### src/design/alte_pkg.sv
// Shared types and constants for the array list table engine.
// Depends on nothing; alte_front, alte_back and the top level import it.
package alte_pkg;

    localparam int CMD_W  = 3;
    localparam int IDX_W  = 8;
    localparam int DATA_W = 32;
    localparam int CNT_W  = 9;

    // Command codes as they arrive on the input item
    localparam logic [CMD_W-1:0] CMD_APPEND = 3'd0;
    localparam logic [CMD_W-1:0] CMD_READ   = 3'd1;
    localparam logic [CMD_W-1:0] CMD_WRITE  = 3'd2;
    localparam logic [CMD_W-1:0] CMD_DELETE = 3'd3;
    localparam logic [CMD_W-1:0] CMD_CLEAR  = 3'd4;

    localparam logic [CNT_W-1:0] CAP_RESET = 9'd256;

    typedef struct packed {
        logic [CMD_W-1:0]  command;
        logic [IDX_W-1:0]  index;
        logic [DATA_W-1:0] write_data;
    } t_in;

    typedef struct packed {
        logic              ok;
        logic [IDX_W-1:0]  slot;
        logic [DATA_W-1:0] read_data;
        logic [CNT_W-1:0]  used_count;
    } t_out;

    // Decoded operation class
    typedef enum logic [2:0] {
        OP_APPEND,
        OP_READ,
        OP_WRITE,
        OP_DELETE,
        OP_CLEAR,
        OP_BAD
    } t_op;

    // Classified command as queued between front and back
    typedef struct packed {
        t_op               op;
        logic [IDX_W-1:0]  idx;
        logic [CNT_W-1:0]  idx_next;
        logic [DATA_W-1:0] data;
    } t_cmd;

    // Back-end status seen by the top level
    typedef struct packed {
        logic             busy;
        logic [CNT_W-1:0] count;
    } t_stat;

endpackage

### src/design/alte_fifo.sv
// Two-entry register queue of a given width.
// Depends on no package; used between front and back and on the result side.
module alte_fifo #(
    parameter int WIDTH = 8
) (
    input  logic             i_clk,
    input  logic             i_rst_n,
    input  logic             i_push,
    input  logic [WIDTH-1:0] i_data,
    output logic             o_full,
    input  logic             i_pop,
    output logic [WIDTH-1:0] o_data,
    output logic             o_empty
);

    logic [WIDTH-1:0] r_mem [2];
    logic             r_wp;
    logic             r_rp;
    logic [1:0]       r_cnt;
    logic             w_do_push;
    logic             w_do_pop;

    assign o_full    = (r_cnt == 2'd2);
    assign o_empty   = (r_cnt == 2'd0);
    assign o_data    = r_mem[r_rp];
    assign w_do_push = i_push && !o_full;
    assign w_do_pop  = i_pop && !o_empty;

    // Store the incoming item
    always_ff @(posedge i_clk) begin
        if (w_do_push) begin
            r_mem[r_wp] <= i_data;
        end
    end

    // Advance pointers and fill level
    always_ff @(posedge i_clk) begin
        if (!i_rst_n) begin
            r_wp  <= 1'b0;
            r_rp  <= 1'b0;
            r_cnt <= 2'd0;
        end else begin
            if (w_do_push) begin
                r_wp <= ~r_wp;
            end
            if (w_do_pop) begin
                r_rp <= ~r_rp;
            end
            if (w_do_push && !w_do_pop) begin
                r_cnt <= r_cnt + 2'd1;
            end else if (w_do_pop && !w_do_push) begin
                r_cnt <= r_cnt - 2'd1;
            end
        end
    end

endmodule

### src/design/alte_front.sv
// Front end: accepts input items, decodes the command and queues it.
// Depends on alte_pkg and alte_fifo.
module alte_front
    import alte_pkg::*;
(
    input  logic i_clk,
    input  logic i_rst_n,
    input  logic i_push,
    input  t_in  i_item,
    output logic o_full,
    input  logic i_cmd_pop,
    output t_cmd o_cmd,
    output logic o_cmd_empty
);

    t_cmd w_cmd;

    // Classify the command and precompute the next index
    always_comb begin
        w_cmd          = '0;
        w_cmd.idx      = i_item.index;
        w_cmd.idx_next = {1'b0, i_item.index} + 9'd1;
        w_cmd.data     = i_item.write_data;
        case (i_item.command)
            CMD_APPEND: w_cmd.op = OP_APPEND;
            CMD_READ:   w_cmd.op = OP_READ;
            CMD_WRITE:  w_cmd.op = OP_WRITE;
            CMD_DELETE: w_cmd.op = OP_DELETE;
            CMD_CLEAR:  w_cmd.op = OP_CLEAR;
            default:    w_cmd.op = OP_BAD;
        endcase
    end

    // Queue decoded commands toward the back end
    alte_fifo #(
        .WIDTH($bits(t_cmd))
    ) u_cmd_q (
        .i_clk   (i_clk),
        .i_rst_n (i_rst_n),
        .i_push  (i_push),
        .i_data  (w_cmd),
        .o_full  (o_full),
        .i_pop   (i_cmd_pop),
        .o_data  (o_cmd),
        .o_empty (o_cmd_empty)
    );

endmodule

### config.mk
export PLATFORM = sky130hd
export DESIGN_NAME = alte_front
export DESIGN_NICKNAME = d
export VERILOG_FILES = /design/src/design/alte_pkg.sv /design/src/design/alte_fifo.sv /design/src/design/alte_front.sv
export SDC_FILE = /design/constraint.sdc
export NUM_CORES = 1
export LEC_CHECK = 0
export ABC_CLOCK_PERIOD_IN_PS = 3080
export BUFFER_PORTS_ARGS = -buffer_cell sky130_fd_sc_hd__buf_2
export CAP_MARGIN = 25
export CORE_MARGIN = 3
export CORE_UTILIZATION = 50
export CTS_BUF_LIST = sky130_fd_sc_hd__clkbuf_8
export DETAILED_ROUTE_END_ITERATION = 10
export GPL_TIMING_DRIVEN = 1
export PLACE_DENSITY_LB_ADDON = 0.1
export RECOVER_POWER = 25
export SYNTH_ARGS = -nofsm -noshare
export SYNTH_HDL_FRONTEND = slang
export SYNTH_SLANG_ARGS = --single-unit
### constraint.sdc
create_clock -name i_clk -period 3.08 [get_ports i_clk]
set_input_delay 0.154 -clock i_clk [delete_from_list [all_inputs] [get_ports i_clk]]
set_output_delay 0.154 -clock i_clk [all_outputs]
set_load 0.05 [all_outputs]
==> metrics.csv <==
metric,value,unit
grt_max_degree,29,
synth-main-ff-cell,edfxtp_1,
hold_viol_final,0,
synthDistinctLibCells,27,
max_cap_violations,0,
postRouteWirelength,7246,µm
synth_cells,208,
arrival,1900,ps
cpMaxStageDelayCell,dfxtp_2,
path_max_fanout,18,
finalPower,0.004661,W
timing.fmax,486.0,MHz
syn_nets,257,
final.setup.tns,0,ps
min_period,2058,ps
finalMaxSlewViolations,0,
wire_per_inst,16.00,µm
cts_hold_buf,30,
p_per_area,885.0,nW/µm²
fin_skew,7.078,ps
core_area,7848,µm²
area_growth,27.86,%
clkTransAtPathRegs,90,ps
final_area,5266,µm²
grt_pass1_wl,11610,µm
die-area,9363,µm²
r2r.worst_path.cells,3,
required,2930,ps
io-pin-count,101,
fin_nets,397,
finalCritPeriodShare,66.80,%
grt_usage,15.78,%
ir_drop,0.5546,mV
rsz0062_at_grt,false,
ys_warn_count,0,
root_buffer,clkbuf_8,
first_global_vias,2406,
placed_area,4760,µm²
placementRows,32,
layout_common_cells,"edfxtp_1 (104), buf_2 (77), mux2_2 (52), dlygate4sd3_1 (31), clkbuf_1 (23)",
cts.sinks,109,
io_buffers,100,
seq_area_frac_synth,78.25,%
die_w,96.76,µm
dpl.hpwl,4624,µm
holdWs,65.56,ps
vias,2238,
grt_overflow_total,0,
postCtsSetupBuffers,0,
layout.cells.most_common,edfxtp_1,
initial_core_util,52.49,%
hp-class,in -> reg,
viasPerCell,4.940,
diodes,0,
htreeDepth,3,
crit_path_start_kind,register,
antenna_found_initial,0,
cp-end-kind,output pin,
globalplace.congestion,0.6994,
setup_viol,0,
cts_tree,yes,
status,"finished, final reports clean",
drive_gt1_share,43.02,%
path_cells,buf_4 > mux2_2 > buf_2,
drt-initial-drc-count,67,
worst_slew_pin_slew,633.9,ps
drc_errors,0,
cts_made_buffers,9,
dieHeight,96.76,µm
antenna_left,0,
cts.repair.resized,0,
synth_edf_count,104,
synthesis.area,4119,µm²
synth.avg_cell_area,19.80,µm²
critPathMaxStageDelay,610,ps
p_leak,1.922,nW
clock_latency,350,ps
hold_depth,2,
criticalPathCategory,reg -> out,
ys_ff_latch,109,
async_reset_ff_share,0,%
first_pass_iters,4,
max-slew-margin-rel,57.74,%
clockBufferDepth,2,
sequential cells by signal, indices dropped and copies added, names as in the netlist, named ones only:
name           cells
u_cmd_q.r_wp       1
u_cmd_q.r_mem    104
u_cmd_q.r_cnt      2
u_cmd_q.r_rp       1
final timing paths:
path	start	end	slack (ps)
max	register	o_cmd[22]	1020
min	i_rst_n	u_cmd_q.r_wp	70
max reg2reg	u_cmd_q.r_cnt[0]	u_cmd_q.r_mem[1][38]	1290
min reg2reg	u_cmd_q.r_cnt[1]	u_cmd_q.r_cnt[1]	530
cell families (layout without fill, tap and decap cells):
| group | after synthesis | after routing | synth area share (%) |
|---|---|---|---|
| simple gates | 20 | 20 | 2.643 |
| compound gates | 6 | 6 | 0.9721 |
| buf+inv | 10 | 153 | 1.397 |
| xor+xnor | 9 | 9 | 1.914 |
| mux | 52 | 52 | 14.22 |
| fa+ha+maj | 2 | 2 | 0.6074 |
| flops | 109 | 109 | 78.25 |
synth_stat cells (2+ instances only):
cell type	number	area [µm²]
and3_1	2	12.51
nor2_1	5	18.77
nand3_1	4	20.02
and2_1	3	18.77
inv_1	2	7.510
mux2_2	52	585.6
buf_4	5	37.54
xnor2_1	5	43.79
edfxtp_1	104	3123
ha_1	2	25.02
xor2_1	4	35.03
dfxtp_1	5	100.1
worst max-delay path: cells and delay by family (launching register included):
kind / cells / cell delay, ps
DFF: 1 / 610
muxes: 1 / 380
buffers and inverters: 2 / 560
power by group:
group | internal, W | leakage, nW | total (W) | switching [W]
logic | 0.000512 | 0.800 | 0.00176 | 0.00125
registers | 0.00186 | 1.01 | 0.00195 | 0.0000838
clock network | 0.000528 | 0.109 | 0.000952 | 0.000423
total | 0.00290 | 1.92 | 0.00466 | 0.00176
layer usage:
metal	track usage, %	routed length [µm]	vias to the layer above
met2	27.34	3719	79
met3	4.037	454	9
met4	5.832	95	0
met1	19.04	2975	1074
li1	-	-	1076
met5	0	0	-
through the flow:
step	util, %	std cells	setup slack (ps)
floorplan	-	208	687.9
global placement	60.65	408	1288
detailed placement	60.65	408	1261
CTS	67.35	452	987.3
global route	67.11	453	904.3
finish	67.11	453	1022
area by class of cell:
type                            instances  area (µm²)
Multi-Input combinational cell         89       845.8
Sequential cell                       109        3224
Clock buffer                            9       123.9
Clock inverter                          5       101.3
Fill cell                             570        2581
Tap cell                              102       127.6
Timing Repair Buffer                  136       832.0
Inverter                                3       11.26
(Power assumes the default switching activity.)
